File: config.mk
export PLATFORM = sky130hd
export DESIGN_NAME = tandem_queue_event_sampler
export DESIGN_NICKNAME = d
export VERILOG_FILES = /design/src/tqes_pkg.sv /design/src/tqes_fifo.sv /design/src/tqes_front.sv /design/src/tqes_back.sv /design/src/tandem_queue_event_sampler.sv
export SDC_FILE = /design/constraint.sdc
export NUM_CORES = 1
export LEC_CHECK = 0
export ABC_AREA = 1
export BUFFER_PORTS_ARGS = -buffer_cell sky130_fd_sc_hd__buf_2
export CAP_MARGIN = 15
export CORE_MARGIN = 1
export CORE_UTILIZATION = 40
export CTS_CLUSTER_SIZE = 10
export DETAILED_ROUTE_END_ITERATION = 12
export GPL_ROUTABILITY_DRIVEN = 1
export GPL_TIMING_DRIVEN = 0
export PLACE_DENSITY = 0.54
export SYNTH_ARGS = -nofsm -noshare
export SYNTH_HDL_FRONTEND = slang
export SYNTH_SLANG_ARGS = --single-unit
File: constraint.sdc
create_clock -name clk_i -period 5.54 [get_ports clk_i]
set_input_delay 0.277 -clock clk_i [delete_from_list [all_inputs] [get_ports clk_i]]
set_output_delay 0.277 -clock clk_i [all_outputs]
set_load 0.1 [all_outputs]
File: src/tqes_pkg.sv
package tqes_pkg;

  localparam int unsigned QueuesDefault    = 8;
  localparam int unsigned FifoDepthDefault = 2;

  localparam int unsigned CmdW    = 2;
  localparam int unsigned IdxW    = 5;
  localparam int unsigned ProbW   = 16;
  localparam int unsigned UniW    = 16;
  localparam int unsigned EvOutW  = 5;
  localparam int unsigned LenW    = 8;
  localparam int unsigned CfgIdxW = 1;
  localparam int unsigned CfgW    = 8;

  localparam logic [LenW-1:0] CapacityReset = 8'd100;
  localparam logic [LenW-1:0] FloorReset    = 8'd0;

  typedef enum logic [CmdW-1:0] {
    CmdLoad  = 2'd0,
    CmdReset = 2'd1,
    CmdStep  = 2'd2
  } cmd_e;

  typedef enum logic [CfgIdxW-1:0] {
    RegCapacity = 1'b0,
    RegFloor    = 1'b1
  } reg_e;

  // What the back end does with one queued beat.
  typedef enum logic [2:0] {
    KindReport  = 3'd0,
    KindReset   = 3'd1,
    KindArrive  = 3'd2,
    KindDepart  = 3'd3,
    KindTransit = 3'd4
  } kind_e;

endpackage

File: src/tqes_fifo.sv
module tqes_fifo #(
  parameter int unsigned WIDTH = 8,
  parameter int unsigned DEPTH = tqes_pkg::FifoDepthDefault,
  localparam int unsigned PtrW = (DEPTH > 1) ? $clog2(DEPTH) : 1,
  localparam int unsigned CntW = $clog2(DEPTH + 1)
) (
  input  logic             clk_i,
  input  logic             rst_ni,
  input  logic             push_i,
  input  logic [WIDTH-1:0] data_i,
  output logic             full_o,
  input  logic             pop_i,
  output logic [WIDTH-1:0] data_o,
  output logic             empty_o
);

  logic [WIDTH-1:0] slot_q [DEPTH];
  logic [PtrW-1:0]  wr_ptr_q, rd_ptr_q;
  logic [CntW-1:0]  cnt_q;

  function automatic logic [PtrW-1:0] ptr_inc(logic [PtrW-1:0] p);
    return (p == PtrW'(DEPTH - 1)) ? '0 : p + PtrW'(1);
  endfunction

  assign full_o  = (cnt_q == CntW'(DEPTH));
  assign empty_o = (cnt_q == '0);
  assign data_o  = slot_q[rd_ptr_q];

  always_ff @(posedge clk_i) begin
    if (push_i) begin
      slot_q[wr_ptr_q] <= data_i;
    end
  end

  always_ff @(posedge clk_i or negedge rst_ni) begin
    if (!rst_ni) begin
      wr_ptr_q <= '0;
      rd_ptr_q <= '0;
      cnt_q    <= '0;
    end else begin
      if (push_i) begin
        wr_ptr_q <= ptr_inc(wr_ptr_q);
      end
      if (pop_i) begin
        rd_ptr_q <= ptr_inc(rd_ptr_q);
      end
      if (push_i && !pop_i) begin
        cnt_q <= cnt_q + CntW'(1);
      end else if (pop_i && !push_i) begin
        cnt_q <= cnt_q - CntW'(1);
      end
    end
  end

  a_no_overflow: assert property (@(posedge clk_i) disable iff (!rst_ni)
    !(push_i && full_o))
    else $error("fifo push while full");

  a_no_underflow: assert property (@(posedge clk_i) disable iff (!rst_ni)
    !(pop_i && empty_o))
    else $error("fifo pop while empty");

endmodule

File: src/tqes_front.sv
module tqes_front #(
  parameter int unsigned QUEUES = tqes_pkg::QueuesDefault,
  localparam int unsigned TableSize = 3 * QUEUES,
  localparam int unsigned TW        = $clog2(TableSize),
  localparam int unsigned EvW       = $clog2(TableSize + 1),
  localparam int unsigned QW        = $clog2(QUEUES),
  localparam int unsigned KindW     = $bits(tqes_pkg::kind_e),
  localparam int unsigned EntW      = KindW + QW + EvW
) (
  input  logic                       clk_i,
  input  logic                       rst_ni,
  input  logic                       start_i,
  input  logic [tqes_pkg::CmdW-1:0]  command_i,
  input  logic [tqes_pkg::IdxW-1:0]  table_index_i,
  input  logic [tqes_pkg::ProbW-1:0] probability_i,
  input  logic [tqes_pkg::UniW-1:0]  uniform_i,
  output logic                       busy_o,
  output logic                       push_o,
  output logic [EntW-1:0]            entry_o,
  input  logic                       full_i
);

  localparam int unsigned AccW = tqes_pkg::ProbW + $clog2(TableSize);
  localparam logic [EvW-1:0] NoEvent = EvW'(TableSize);

  typedef enum logic [2:0] {
    FIdle = 3'b001,
    FWalk = 3'b010,
    FPush = 3'b100
  } fstate_e;

  fstate_e                    state_q, state_d;
  logic [TW-1:0]              walk_q, walk_d;
  logic [AccW-1:0]            acc_q, acc_d, sum;
  logic [tqes_pkg::UniW-1:0]  u_q, u_d;
  logic [EvW-1:0]             ev_q, ev_d;
  logic [QW-1:0]              k_q, k_d;
  tqes_pkg::kind_e            kind_q, kind_d;

  logic [tqes_pkg::ProbW-1:0] prob_mem [TableSize];
  logic [TableSize-1:0]       tbl_vld_q;
  logic [tqes_pkg::ProbW-1:0] rdata_q, entry;
  logic                       rvld_q;
  logic                       load_we;
  logic [TW-1:0]              load_addr;

  assign load_addr = TW'(table_index_i);
  assign busy_o    = (state_q != FIdle);
  assign push_o    = (state_q == FPush) && !full_i;
  assign entry_o   = {kind_q, k_q, ev_q};

  always_comb begin
    state_d = state_q;
    walk_d  = walk_q;
    acc_d   = acc_q;
    u_d     = u_q;
    ev_d    = ev_q;
    k_d     = k_q;
    kind_d  = kind_q;
    load_we = 1'b0;
    entry   = rvld_q ? rdata_q : '0;
    sum     = acc_q + AccW'(entry);
    unique case (state_q)
      FIdle: begin
        if (start_i) begin
          ev_d    = NoEvent;
          k_d     = '0;
          kind_d  = tqes_pkg::KindReport;
          state_d = FPush;
          unique case (tqes_pkg::cmd_e'(command_i))
            tqes_pkg::CmdLoad: begin
              load_we = (32'(table_index_i) < TableSize);
            end
            tqes_pkg::CmdReset: begin
              kind_d = tqes_pkg::KindReset;
            end
            tqes_pkg::CmdStep: begin
              u_d     = uniform_i;
              acc_d   = '0;
              walk_d  = '0;
              state_d = FWalk;
            end
            default: ;
          endcase
        end
      end
      FWalk: begin
        if (sum >= AccW'(u_q)) begin
          // classify the hit entry into event kind and queue
          ev_d    = EvW'(walk_q);
          state_d = FPush;
          if (walk_q < TW'(QUEUES)) begin
            kind_d = tqes_pkg::KindArrive;
            k_d    = QW'(walk_q);
          end else if (walk_q < TW'(2 * QUEUES)) begin
            kind_d = tqes_pkg::KindDepart;
            k_d    = QW'(walk_q - TW'(QUEUES));
          end else if (walk_q < TW'(3 * QUEUES - 1)) begin
            kind_d = tqes_pkg::KindTransit;
            k_d    = QW'(walk_q - TW'(2 * QUEUES));
          end else begin
            kind_d = tqes_pkg::KindDepart;
            k_d    = QW'(QUEUES - 1);
          end
        end else if (walk_q == TW'(TableSize - 1)) begin
          ev_d    = NoEvent;
          kind_d  = tqes_pkg::KindReport;
          state_d = FPush;
        end else begin
          walk_d = walk_q + TW'(1);
          acc_d  = sum;
        end
      end
      FPush: begin
        if (!full_i) begin
          state_d = FIdle;
        end
      end
      default: state_d = FIdle;
    endcase
  end

  // table memory: read address is always the next entry of the walk
  always_ff @(posedge clk_i) begin
    if (load_we) begin
      prob_mem[load_addr] <= probability_i;
    end
    rdata_q <= prob_mem[walk_d];
  end

  always_ff @(posedge clk_i or negedge rst_ni) begin
    if (!rst_ni) begin
      state_q   <= FIdle;
      tbl_vld_q <= '0;
      rvld_q    <= 1'b0;
      walk_q    <= '0;
      acc_q     <= '0;
      kind_q    <= tqes_pkg::KindReport;
    end else begin
      state_q <= state_d;
      if (load_we) begin
        tbl_vld_q[load_addr] <= 1'b1;
      end
      rvld_q <= tbl_vld_q[walk_d];
      walk_q <= walk_d;
      acc_q  <= acc_d;
      kind_q <= kind_d;
    end
  end

  always_ff @(posedge clk_i) begin
    u_q  <= u_d;
    ev_q <= ev_d;
    k_q  <= k_d;
  end

  a_walk_in_table: assert property (@(posedge clk_i) disable iff (!rst_ni)
    (state_q == FWalk) |-> (walk_q <= TW'(TableSize - 1)))
    else $error("table walk ran past the last entry");

endmodule

File: src/tqes_back.sv
module tqes_back #(
  parameter int unsigned QUEUES = tqes_pkg::QueuesDefault,
  localparam int unsigned TableSize = 3 * QUEUES,
  localparam int unsigned EvW       = $clog2(TableSize + 1),
  localparam int unsigned QW        = $clog2(QUEUES),
  localparam int unsigned KindW     = $bits(tqes_pkg::kind_e),
  localparam int unsigned EntW      = KindW + QW + EvW
) (
  input  logic                        clk_i,
  input  logic                        rst_ni,
  input  logic [tqes_pkg::LenW-1:0]   capacity_i,
  input  logic [tqes_pkg::LenW-1:0]   floor_i,
  input  logic                        empty_i,
  input  logic [EntW-1:0]             entry_i,
  output logic                        pop_o,
  output logic                        done_o,
  output logic [tqes_pkg::EvOutW-1:0] event_index_o,
  output logic                        coupled_o
);

  localparam int unsigned LenW = tqes_pkg::LenW;
  localparam int unsigned MW   = $clog2(QUEUES + 1);

  typedef enum logic [2:0] {
    BIdle = 3'b001,
    BCalc = 3'b010,
    BWr2  = 3'b100
  } bstate_e;

  bstate_e          state_q, state_d;
  tqes_pkg::kind_e  head_kind, kind_q, kind_d;
  logic [QW-1:0]    head_k, k_q, k_d, k1, rd_a, rd_b, wr_addr;
  logic [EvW-1:0]   head_ev, ev_q, ev_d;

  logic [LenW-1:0]  lower_mem [QUEUES];
  logic [LenW-1:0]  upper_mem [QUEUES];
  logic [LenW-1:0]  lo_a_q, lo_b_q, up_a_q, up_b_q;
  logic             fa_q, fb_q;
  logic [QUEUES-1:0] fresh_q, fresh_d;
  logic [LenW-1:0]  lo_init_q, lo_init_d, up_init_q, up_init_d;
  logic [MW-1:0]    mism_q, mism_d, mism_step;

  logic [LenW-1:0]  lo_k, lo_k1, up_k, up_k1;
  logic [LenW-1:0]  nlo_k, nlo_k1, nup_k, nup_k1;
  logic [LenW-1:0]  hold_lo_q, hold_lo_d, hold_up_q, hold_up_d;
  logic [LenW-1:0]  wr_lo, wr_up;
  logic             wr_en, transit;
  logic             omk, omk1, nmk, nmk1;

  logic             res_vld_q, res_vld_d, res_cpl_q, res_cpl_d;
  logic [EvW-1:0]   res_ev_q, res_ev_d;
  logic [EvW+tqes_pkg::EvOutW-1:0] ev_wide;

  // next lengths of queue k and k+1 for one trajectory
  function automatic logic [2*LenW-1:0] traj_next(tqes_pkg::kind_e kind,
                                                  logic [LenW-1:0] qk,
                                                  logic [LenW-1:0] qk1,
                                                  logic [LenW-1:0] cap,
                                                  logic [LenW-1:0] flr);
    logic [LenW-1:0] nk;
    logic [LenW-1:0] nk1;
    nk  = qk;
    nk1 = qk1;
    case (kind)
      tqes_pkg::KindArrive: begin
        if (qk < cap) nk = qk + LenW'(1);
      end
      tqes_pkg::KindDepart: begin
        if (qk > flr) nk = qk - LenW'(1);
      end
      tqes_pkg::KindTransit: begin
        if (qk > flr) begin
          nk = qk - LenW'(1);
          if (qk1 < cap) nk1 = qk1 + LenW'(1);
        end
      end
      default: ;
    endcase
    return {nk, nk1};
  endfunction

  assign head_kind = tqes_pkg::kind_e'(entry_i[EntW-1 -: KindW]);
  assign head_k    = entry_i[EvW +: QW];
  assign head_ev   = entry_i[EvW-1:0];

  assign pop_o = (state_q == BIdle) && !empty_i;
  assign rd_a  = head_k;
  assign rd_b  = (head_kind == tqes_pkg::KindTransit) ? head_k + QW'(1) : head_k;
  assign k1    = k_q + QW'(1);

  // untouched entries since the last trajectory reset read as the reset value
  assign lo_k  = fa_q ? lo_init_q : lo_a_q;
  assign up_k  = fa_q ? up_init_q : up_a_q;
  assign lo_k1 = fb_q ? lo_init_q : lo_b_q;
  assign up_k1 = fb_q ? up_init_q : up_b_q;

  assign {nlo_k, nlo_k1} = traj_next(kind_q, lo_k, lo_k1, capacity_i, floor_i);
  assign {nup_k, nup_k1} = traj_next(kind_q, up_k, up_k1, capacity_i, floor_i);

  assign transit   = (kind_q == tqes_pkg::KindTransit);
  assign omk       = (lo_k != up_k);
  assign nmk       = (nlo_k != nup_k);
  assign omk1      = transit && (lo_k1 != up_k1);
  assign nmk1      = transit && (nlo_k1 != nup_k1);
  assign mism_step = mism_q + MW'(nmk) + MW'(nmk1) - MW'(omk) - MW'(omk1);

  always_comb begin
    state_d   = state_q;
    kind_d    = kind_q;
    k_d       = k_q;
    ev_d      = ev_q;
    fresh_d   = fresh_q;
    lo_init_d = lo_init_q;
    up_init_d = up_init_q;
    mism_d    = mism_q;
    hold_lo_d = hold_lo_q;
    hold_up_d = hold_up_q;
    res_vld_d = 1'b0;
    res_ev_d  = res_ev_q;
    res_cpl_d = res_cpl_q;
    wr_en     = 1'b0;
    wr_addr   = k_q;
    wr_lo     = nlo_k;
    wr_up     = nup_k;
    unique case (state_q)
      BIdle: begin
        if (!empty_i) begin
          kind_d = head_kind;
          k_d    = head_k;
          ev_d   = head_ev;
          unique case (head_kind) inside
            tqes_pkg::KindReset: begin
              lo_init_d = floor_i;
              up_init_d = capacity_i;
              fresh_d   = '1;
              mism_d    = (floor_i == capacity_i) ? '0 : MW'(QUEUES);
              res_vld_d = 1'b1;
              res_ev_d  = head_ev;
              res_cpl_d = (floor_i == capacity_i);
            end
            tqes_pkg::KindArrive, tqes_pkg::KindDepart, tqes_pkg::KindTransit: begin
              state_d = BCalc;
            end
            default: begin
              res_vld_d = 1'b1;
              res_ev_d  = head_ev;
              res_cpl_d = (mism_q == '0);
            end
          endcase
        end
      end
      BCalc: begin
        wr_en         = 1'b1;
        fresh_d[k_q]  = 1'b0;
        mism_d        = mism_step;
        hold_lo_d     = nlo_k1;
        hold_up_d     = nup_k1;
        if (transit) begin
          state_d = BWr2;
        end else begin
          state_d   = BIdle;
          res_vld_d = 1'b1;
          res_ev_d  = ev_q;
          res_cpl_d = (mism_step == '0);
        end
      end
      BWr2: begin
        // write the downstream queue of a transit
        wr_en       = 1'b1;
        wr_addr     = k1;
        wr_lo       = hold_lo_q;
        wr_up       = hold_up_q;
        fresh_d[k1] = 1'b0;
        state_d     = BIdle;
        res_vld_d   = 1'b1;
        res_ev_d    = ev_q;
        res_cpl_d   = (mism_q == '0);
      end
      default: state_d = BIdle;
    endcase
  end

  always_ff @(posedge clk_i) begin
    if (wr_en) begin
      lower_mem[wr_addr] <= wr_lo;
      upper_mem[wr_addr] <= wr_up;
    end
    lo_a_q <= lower_mem[rd_a];
    lo_b_q <= lower_mem[rd_b];
    up_a_q <= upper_mem[rd_a];
    up_b_q <= upper_mem[rd_b];
    fa_q   <= fresh_q[rd_a];
    fb_q   <= fresh_q[rd_b];
  end

  always_ff @(posedge clk_i) begin
    k_q       <= k_d;
    ev_q      <= ev_d;
    hold_lo_q <= hold_lo_d;
    hold_up_q <= hold_up_d;
    res_ev_q  <= res_ev_d;
    res_cpl_q <= res_cpl_d;
  end

  always_ff @(posedge clk_i or negedge rst_ni) begin
    if (!rst_ni) begin
      state_q   <= BIdle;
      kind_q    <= tqes_pkg::KindReport;
      fresh_q   <= '1;
      lo_init_q <= '0;
      up_init_q <= '0;
      mism_q    <= '0;
      res_vld_q <= 1'b0;
    end else begin
      state_q   <= state_d;
      kind_q    <= kind_d;
      fresh_q   <= fresh_d;
      lo_init_q <= lo_init_d;
      up_init_q <= up_init_d;
      mism_q    <= mism_d;
      res_vld_q <= res_vld_d;
    end
  end

  assign ev_wide       = (EvW + tqes_pkg::EvOutW)'(res_ev_q);
  assign event_index_o = ev_wide[tqes_pkg::EvOutW-1:0];
  assign done_o        = res_vld_q;
  assign coupled_o     = res_cpl_q;

  a_mism_bound: assert property (@(posedge clk_i) disable iff (!rst_ni)
    mism_q <= MW'(QUEUES))
    else $error("mismatch count above queue count");

  a_coupled_match: assert property (@(posedge clk_i) disable iff (!rst_ni)
    (res_vld_q && res_cpl_q) |-> (mism_q == '0))
    else $error("coupled reported with mismatching queues");

  a_wr2_after_calc: assert property (@(posedge clk_i) disable iff (!rst_ni)
    (state_q == BWr2) |-> ($past(state_q == BCalc) && transit))
    else $error("second write without a transit calc");

endmodule

File: src/tandem_queue_event_sampler.sv
// Channel   Dir  Beat taken when          Fields
// command   in   start_i && !busy_o       command_i, table_index_i, probability_i, uniform_i
// result    out  done_o (one cycle only)  event_index_o, coupled_o
// config    in   cfg_we_i                 cfg_idx_i, cfg_wdata_i
//
// A load, a trajectory reset or an unused command holds busy_o only for the hand-off.
// A step holds busy_o while it walks n = 1 to 3*QUEUES table entries and for the hand-off:
// the walk takes one probability a cycle from the table memory.
// The back end applies the event behind a FIFO_DEPTH queue;
// a full queue holds the front end in its hand-off cycle.
// After reset the block takes a command at once; there is no clearing pass.
module tandem_queue_event_sampler #(
  parameter int unsigned QUEUES     = tqes_pkg::QueuesDefault,
  parameter int unsigned FIFO_DEPTH = tqes_pkg::FifoDepthDefault
) (
  input  logic                         clk_i,
  input  logic                         rst_ni,
  input  logic                         start_i,
  output logic                         busy_o,
  input  logic [tqes_pkg::CmdW-1:0]    command_i,
  input  logic [tqes_pkg::IdxW-1:0]    table_index_i,
  input  logic [tqes_pkg::ProbW-1:0]   probability_i,
  input  logic [tqes_pkg::UniW-1:0]    uniform_i,
  output logic                         done_o,
  output logic [tqes_pkg::EvOutW-1:0]  event_index_o,
  output logic                         coupled_o,
  input  logic                         cfg_we_i,
  input  logic [tqes_pkg::CfgIdxW-1:0] cfg_idx_i,
  input  logic [tqes_pkg::CfgW-1:0]    cfg_wdata_i
);

  localparam int unsigned TableSize = 3 * QUEUES;
  localparam int unsigned EvW       = $clog2(TableSize + 1);
  localparam int unsigned QW        = $clog2(QUEUES);
  localparam int unsigned EntW      = $bits(tqes_pkg::kind_e) + QW + EvW;

  logic [tqes_pkg::LenW-1:0] capacity_q, floor_q;
  logic                      push, full, pop, empty;
  logic [EntW-1:0]           push_data, head_data;

  always_ff @(posedge clk_i or negedge rst_ni) begin
    if (!rst_ni) begin
      capacity_q <= tqes_pkg::CapacityReset;
      floor_q    <= tqes_pkg::FloorReset;
    end else if (cfg_we_i) begin
      unique case (tqes_pkg::reg_e'(cfg_idx_i))
        tqes_pkg::RegCapacity: capacity_q <= cfg_wdata_i;
        tqes_pkg::RegFloor:    floor_q    <= cfg_wdata_i;
        default: ;
      endcase
    end
  end

  tqes_front #(
    .QUEUES(QUEUES)
  ) u_front (
    .clk_i         (clk_i),
    .rst_ni        (rst_ni),
    .start_i       (start_i),
    .command_i     (command_i),
    .table_index_i (table_index_i),
    .probability_i (probability_i),
    .uniform_i     (uniform_i),
    .busy_o        (busy_o),
    .push_o        (push),
    .entry_o       (push_data),
    .full_i        (full)
  );

  tqes_fifo #(
    .WIDTH(EntW),
    .DEPTH(FIFO_DEPTH)
  ) u_fifo (
    .clk_i   (clk_i),
    .rst_ni  (rst_ni),
    .push_i  (push),
    .data_i  (push_data),
    .full_o  (full),
    .pop_i   (pop),
    .data_o  (head_data),
    .empty_o (empty)
  );

  tqes_back #(
    .QUEUES(QUEUES)
  ) u_back (
    .clk_i         (clk_i),
    .rst_ni        (rst_ni),
    .capacity_i    (capacity_q),
    .floor_i       (floor_q),
    .empty_i       (empty),
    .entry_i       (head_data),
    .pop_o         (pop),
    .done_o        (done_o),
    .event_index_o (event_index_o),
    .coupled_o     (coupled_o)
  );

endmodule
==> flow_summary_export.csv, run 1 <==
group,metric,value,unit
layout,multi_input_area,12430,um^2
power_and_ir_drop,p_leak,0.01654,uW
layout,n_fill_cell,8191,
die,io-pin-count,60,
timing,period_needed,5.330,ns
worst_setup_path,cp.arrival,5.72,ns
layout,syn_to_final_growth,17.05,%
synth,synth_edf_count,588,
timing,max_freq,187.6,MHz
synth,ys_async_sr_fraction,14.93,%
cts,clockBufferDepth,3,
power_and_ir_drop,power_per_cell_area,581.5,nW/um^2
die,core_area,87160,um^2
placement,dp_hpwl,76540,um
cts,cts_tree,"done",
drt,route.detailed.drc,0,
placement,dpl_worst_slack,-1.203,ns
synth,netlist-cell-type-count,54,
cts,path_clk_slew,0.06,ns
global_route,grt_pass1_vias,25850,
global_route,grt-ovfl-total,0,
die,die_area,89470,um^2
drt,vias_per_cell,5.356,
worst_setup_path,start_kind,"flop",
synth,syn_avg_cell_area,9.828,um^2
layout,layout-drive-gt1-share,13.18,%
drt,vias,27040,
cts,cts.sinks,750,
placement,io_buffers,59,
global_route,grt_pass1_wl,162700,um
timing,finalWorstSetupSlack,0.2101,ns
synth,synth_common_cells,"nand2_1 (851), edfxtp_1 (588), nand3_1 (554), inv_1 (295), nor2_1 (238)",
timing,fin_worst_skew,0.02905,ns
global_route,track_usage,24.16,%
drt,wl_per_cell,21.56,um
cts,h-tree-depth,3,
global_route,grt_max_degree,68,
layout,finalNetCount,3968,
synth,synthTopCellsByArea,"edfxtp_1 (50%), nand2_1 (9.0%), nand3_1 (7.9%)",
timing,slew_headroom,17.23,%
cts,cts_root_buf,"clkbuf_16",
synth,synth_top_cell_by_area,"edfxtp_1",
worst_setup_path,path_buf_inv,7,
worst_setup_path,criticalPathCategory,"reg2reg",
worst_setup_path,crit_family,"adder cells",
cts,clock_latency,0.67,ns
placement,place_congestion,0.9443,
drt,drt_iter0_markers,2561,
drt,wirelength,108800,um
worst_setup_path,slowest_stage,"fa_1",
cts,cts-buffers-inserted,87,
synth,synth-seq-area-share,60.82,%
synth,syn_inst,3593,
worst_setup_path,critPathMaxStageDelay,0.51,ns
outcome,outcome,"finished clean",
timing,setup_tns,0,ns
die,die_w,299.1,um
timing,fin_crit_sh,96.21,%
die,dieHeight,299.1,um
flow_run,maxCapViolations,0,
synth,ys_ff_latch,750,
layout,final-seq-area,21480,um^2
timing,tightestPinTransition,1.229,ns
worst_setup_path,critPathCaptureType,"flop",
timing,slew_viol_final,0,
worst_setup_path,critPathMaxFanout,11,
synth,synth_top_area_share,50.00,%
global_route,antenna_found_initial,3,
die,rows,108,
drt,first_pass_iters,6,
die,start_util,40.52,%
drt,final_antenna_net_count,0,
timing,fin_hold_ws,0.06825,ns
worst_setup_path,cpMostUsedCell,"nand2_1",
power_and_ir_drop,peakVddDrop,0.3267,mV
synth,synthFlopType,"edfxtp_1",
worst_setup_path,required,5.93,ns
layout,n_antenna_cell,0,
synth,ys_warn_count,0,
timing,setup_viol,0,
synth,syn-cell-area,35310,um^2
synth,yosysMostFrequentCell,"nand2_1",
timing,finalHoldViolations,0,
synth,syn_nets,3738,
hold_path,hp-class,"in2reg",
-- cells by family after synthesis --
group           share of synthesized area, %
flops                                  60.82
xor+xnor                               1.290
simple gates                           21.22
buf+inv                                5.581
compound gates                         7.714
fa+ha+maj                              3.380
-- layout by cell type (no fill, tap or decap), drive strengths merged, types with 21 or more instances in the layout --
| cell type | instances |
|---|---|
| or2 | 30 |
| a21oi | 67 |
| buf | 199 |
| o211ai | 67 |
| xnor2 | 21 |
| dfxtp | 50 |
| nand3 | 559 |
| nand2 | 855 |
| dlygate4sd3 | 27 |
| o21ai | 244 |
| dfrtp | 99 |
| inv | 307 |
| nand4 | 24 |
| a31oi | 45 |
| clkbuf | 231 |
| edfxtp | 588 |
| o22ai | 37 |
| xor2 | 31 |
| nor2 | 245 |
| ha | 89 |
-- report_power, final --
group | internal (uW) | switching [uW]
clock network | 3020 | 2330
registers | 7210 | 356
logic | 3260 | 7850
-- worst paths after layout --
kind | from | to | slack, ns | depth (start not counted)
setup / recovery | u_back.fa_q$_DFF_P_ | u_back.coupled_o$_DFFE_PP_ | 0.21 | 31
hold / removal | cfg_we_i | capacity_q[2]$_DFFE_PN1P_ | 0.07 | 4
setup reg to reg | u_back.fa_q$_DFF_P_ | u_back.coupled_o$_DFFE_PP_ | 0.21 | 31
hold reg to reg | u_front.ev_q[3]$_SDFFCE_PN1P_ | u_fifo.slot_q[1][3]$_DFFE_PP_ | 0.43 | 0
max in group asynchronous | rst_ni | capacity_q[5]$_DFFE_PN1P_ | 4.57 | 3
min in group asynchronous | rst_ni | u_fifo.rd_ptr_q$_DFFE_PN0P_ | 0.18 | 2
-- metal layers --
layer | wire length [um] | GRT usage (%) | vias up
met5 | 8 | 0 | -
met4 | 3732 | 8.759 | 2
met3 | 5919 | 2.776 | 197
met2 | 53740 | 41.20 | 971
met1 | 45430 | 31.71 | 12960
li1 | - | - | 12910
-- state kept, by name, indices dropped and copies added, names as in the netlist, 16 cells and up --
signal	count
u_back.lower_mem	64
u_back.upper_mem	64
u_fifo.slot_q	22
u_front.acc_q	21
u_front.prob_mem	384
u_front.rdata_q	16
u_front.tbl_vld_q	24
u_front.u_q	16
-- per-stage QoR --
stage,total power [uW],util [%],instance area (um^2),std cells
6_report,24030,47.42,41330,5048
5_1_grt,25320,47.42,41330,5048
4_1_cts,23440,46.66,40670,5023
3_5_place_dp,17810,43.07,37540,4834
3_3_place_gp,17720,42.51,37050,4807
2_1_floorplan,13990,-,35310,3593
-- worst min-delay path, delay by kind of cell --
kind | cells | cell delay (ns)
buffers and inverters | 1 | 0.09
AOI/OAI and AO/OA | 1 | 0.07
and+or+nand+nor | 2 | 0.29
-- final cells by class --
type,count,area share [%]
inverter,313,2.876
clock inverter,10,0.3996
clock buffer,149,5.930
timing repair buffer,142,3.006
multi-input combinational,2363,30.07
buffer,166,2.252
tap,1155,3.496
sequential,750,51.97
-- repair_timing --
| action | 4_1_cts | 5_1_grt |
|---|---|---|
| gates cloned | 0 | 2 |
| resized for setup | 73 | 127 |
| endpoints found under the hold margin | 79 | 0 |
| hold buffers | 27 | 0 |
| pin swaps | 1 | 21 |
| buffers inserted | 4 | 23 |
| setup endpoints to repair | 22 | 20 |
No activity file was read; power rests on OpenSTA's default activity.
==> inputs of run 2 (changes only) <==
--- a/config.mk
+++ b/config.mk
@@ -5,7 +5,6 @@
 export SDC_FILE = /design/constraint.sdc
 export NUM_CORES = 1
 export LEC_CHECK = 0
-export ABC_AREA = 1
 export BUFFER_PORTS_ARGS = -buffer_cell sky130_fd_sc_hd__buf_2
 export CAP_MARGIN = 15
 export CORE_MARGIN = 1
==> run 2 against run 1 <==
Against the previous run:
- via count up 8.2%
- the run now ends with setup timing left
- critical endpoint is now u_front.rdata_q[1]$_DFF_P_
- combinational power up 9.9%
- setup slack worse by 0.81 ns
- sequential share of layout area down 7.8 points
- die area up 7.0%
- count of clock-buffer cells in the layout up 3
- sequential power down 1%
- final cell count up 0.63%
- flip-flop and latch count unchanged
- final area up 18%
- fmax down 13%
- highest routed layer unchanged
==> flow_summary_export.csv, run 2 <==
group,metric,value,unit
outcome,outcome,"finished with violations",
outcome,violations,"setup timing",
synth,synthFlopType,"edfxtp_1",
hold_path,hold_path_depth,3,
timing,rsz0062_at_grt,"yes",
cts,h-tree-depth,3,
timing,setup_tns,-8.731,ns
cts,cts-buffers-inserted,89,
placement,place_inst,4739,
timing,setup_viol,17,
global_route,antenna_found_initial,2,
drt,route.detailed.drc,0,
layout,design_area,48660,um^2
synth,synth_top_area_share,46.73,%
timing,max_freq,162.8,MHz
placement,place_area,40320,um^2
hold_path,hp-class,"in2reg",
drt,wl_met3,8048,um
die,die_area,95700,um^2
layout,largest-register,"u_front.prob_mem",
synth,ys_warn_count,0,
drt,wl_met2,61510,um
global_route,track_usage,26.69,%
drt,top_layer,"met5",
synth,ys_ff_latch,750,
drt,first_pass_iters,5,
synth,yosysMostFrequentCell,"edfxtp_1",
layout,stdcell_count,5080,
layout,largest_reg_flops,384,
timing,fin_worst_skew,0.02218,ns
die,start_util,40.43,%
synth,synth_top_cell_by_area,"edfxtp_1",
worst_setup_path,critPathMaxFanout,6,
power_and_ir_drop,peakVddDrop,0.2707,mV
die,core_area,93470,um^2
timing,finalWorstSetupSlack,-0.6007,ns
drt,wl_per_cell,25.29,um
global_route,grt_max_degree,84,
synth,synth_edf_count,588,
layout,finalNetCount,3899,
timing,tightestPinTransition,1.316,ns
worst_setup_path,criticalPathCategory,"reg2reg",
cts,path_clk_slew,0.05,ns
drt,vias_per_cell,5.759,
power_and_ir_drop,p_leak,0.01806,uW
worst_setup_path,cpMostUsedCell,"buf_12",
synth,synth_common_cells,"edfxtp_1 (588), nand2_1 (559), clkbuf_1 (178), nor2_1 (167), a21oi_1 (157)",
layout,reg_top3,"u_front.prob_mem x384, u_back.lower_mem x64, u_back.upper_mem x64",
drt,vias,29260,
synth,syn_inst,3395,
cts,clock_latency,0.68,ns
worst_setup_path,slowest_stage,"a2111oi_4",
worst_setup_path,reg2reg_depth,29,
cts,cts_tree,"done",
drt,final_antenna_net_count,0,
cts,clockBufferDepth,3,
timing,fin_crit_sh,110.8,%
global_route,grt_pass1_wl,188600,um
die,io-pin-count,60,
timing,finalHoldViolations,0,
layout,mostFrequentLayoutCells,"edfxtp_1 (588), nand2_1 (542), clkbuf_1 (166)",
worst_setup_path,crit_family,"compound AO/OA/AOI/OAI gates",
global_route,grt-ovfl-total,0,
layout,layout-drive-gt1-share,24.55,%
placement,io_buffers,59,
timing,slew_headroom,12.27,%
power_and_ir_drop,power_per_cell_area,518.0,nW/um^2
synth,syn_nets,3540,
synth,syn_avg_cell_area,11.13,um^2
worst_setup_path,required,6.06,ns
worst_setup_path,start_kind,"flop",
worst_setup_path,path_buf_inv,7,
layout,syn_to_final_growth,28.78,%
placement,place_congestion,0.9012,
timing,period_needed,6.141,ns
global_route,grt_pass1_vias,29040,
die,die_w,309.4,um
drt,wl_met1,52510,um
synth,synth-seq-area-share,56.84,%
die,rows,112,
layout,utilization,52.06,%
cts,cts_root_buf,"clkbuf_16",
synth,synthTopCellsByArea,"edfxtp_1 (47%), dfrtp_1 (6.6%), nand2_1 (5.6%)",
worst_setup_path,critPathCaptureType,"flop",
layout,mostFrequentLayoutCell,"edfxtp_1",
timing,slew_viol_final,0,
worst_setup_path,critPathMaxStageDelay,0.52,ns
drt,wirelength,128500,um
cts,cts.sinks,750,
layout,n_fill_cell,8060,
synth,netlist-cell-type-count,80,
worst_setup_path,worst-path-stages,29,
die,dieHeight,309.4,um
synth,ys_async_sr_fraction,14.93,%
placement,dp_hpwl,85080,um
drt,drt_iter0_markers,2951,
worst_setup_path,cp.arrival,6.66,ns
flow_run,maxCapViolations,0,
synth,syn-cell-area,37790,um^2
run 2: changes by cell type after synthesis, moves of 65 or more:
cell      previous run  this run
inv_1              295       119
a211oi_1             1        77
o21ai_0            231       152
a221oi_1             0        65
nand3_1            554       122
nand2_1            851       559
a22oi_1              0        70
nand2b_1             0        86
a21oi_1             67       157
nor2_1             238       167
clkbuf_1            73       178
mux2i_1              0        99
run 2: worst paths after layout:
check	slack, ns	startpoint	to
worst max-delay path	-0.60	u_front.rvld_q$_DFF_PN0_	u_front.rdata_q[1]$_DFF_P_
worst min-delay path	0.05	cfg_idx_i	capacity_q[0]$_DFFE_PN0P_
worst max register to register	-0.60	u_front.rvld_q$_DFF_PN0_	u_front.rdata_q[1]$_DFF_P_
worst min register to register	0.45	u_front.k_q[1]$_SDFFCE_PN0P_	u_fifo.slot_q[0][6]$_DFFE_PP_
max in group asynchronous	4.62	rst_ni	capacity_q[6]$_DFFE_PN1P_
min in group asynchronous	0.09	rst_ni	u_front.acc_q[18]$_DFFE_PN0P_
run 2: final cells by class:
| class | instances | area (um^2) | share of cell area [%] |
|---|---|---|---|
| Timing Repair inverter | 1 | 6.256 | 0.01286 |
| Buffer | 213 | 1463 | 3.006 |
| Timing Repair Buffer | 274 | 2831 | 5.819 |
| Clock buffer | 152 | 2586 | 5.315 |
| Antenna cell | 1 | 2.502 | 0.005142 |
| Multi-Input combinational cell | 2297 | 18090 | 37.17 |
| Inverter | 128 | 513.0 | 1.054 |
| Clock inverter | 10 | 122.6 | 0.2520 |
| Tap cell | 1254 | 1569 | 3.224 |
| Sequential cell | 750 | 21480 | 44.14 |
run 2: logic make-up after synthesis:
kind of cell	synth area share (%)
buffers and inverters	3.712
AO/OA/AOI/OAI	13.73
XOR/XNOR	2.394
flip-flops	56.84
adder cells (fa/ha/maj)	3.159
AND/OR/NAND/NOR	14.20
multiplexers	5.960
run 2: stage by stage:
step                power [uW]  hold slack, ns  setup slack [ns]
finish                   25210         0.05207           -0.6007
global route             26290         0.06107           -0.8310
global placement         16290          0.4274            -2.587
floorplan                13210        -0.01859          0.008260
CTS                      24270         0.01266           -0.6466
detailed placement       16350          0.2054            -2.594
run 2: routing by layer:
layer	vias up	track usage (%)
met2	1096	44.17
met4	4	11.84
met1	14560	34.54
li1	13290	-
met3	303	4.222
met5	-	0
run 2: tightest hold or removal path, stage by stage:
cell and delay [ns]:
buf_2 0.09, nor2b_1 0.09, mux2_2 0.23
run 2: power breakdown:
group          internal (uW)  leakage [uW]  switching (uW)  total (uW)
logic                   4810       0.00962            7350       12200
clock network           3210       0.00129            2360        5570
registers               7070       0.00715             409        7480
run 2: repair_timing:
item	4_1_cts	5_1_grt
gates cloned	15	3
endpoints found under the setup margin	82	77
pin swaps	99	118
gates resized for setup	543	265
hold buffers	30	0
setup buffers	82	59
endpoints found under the hold margin	132	0
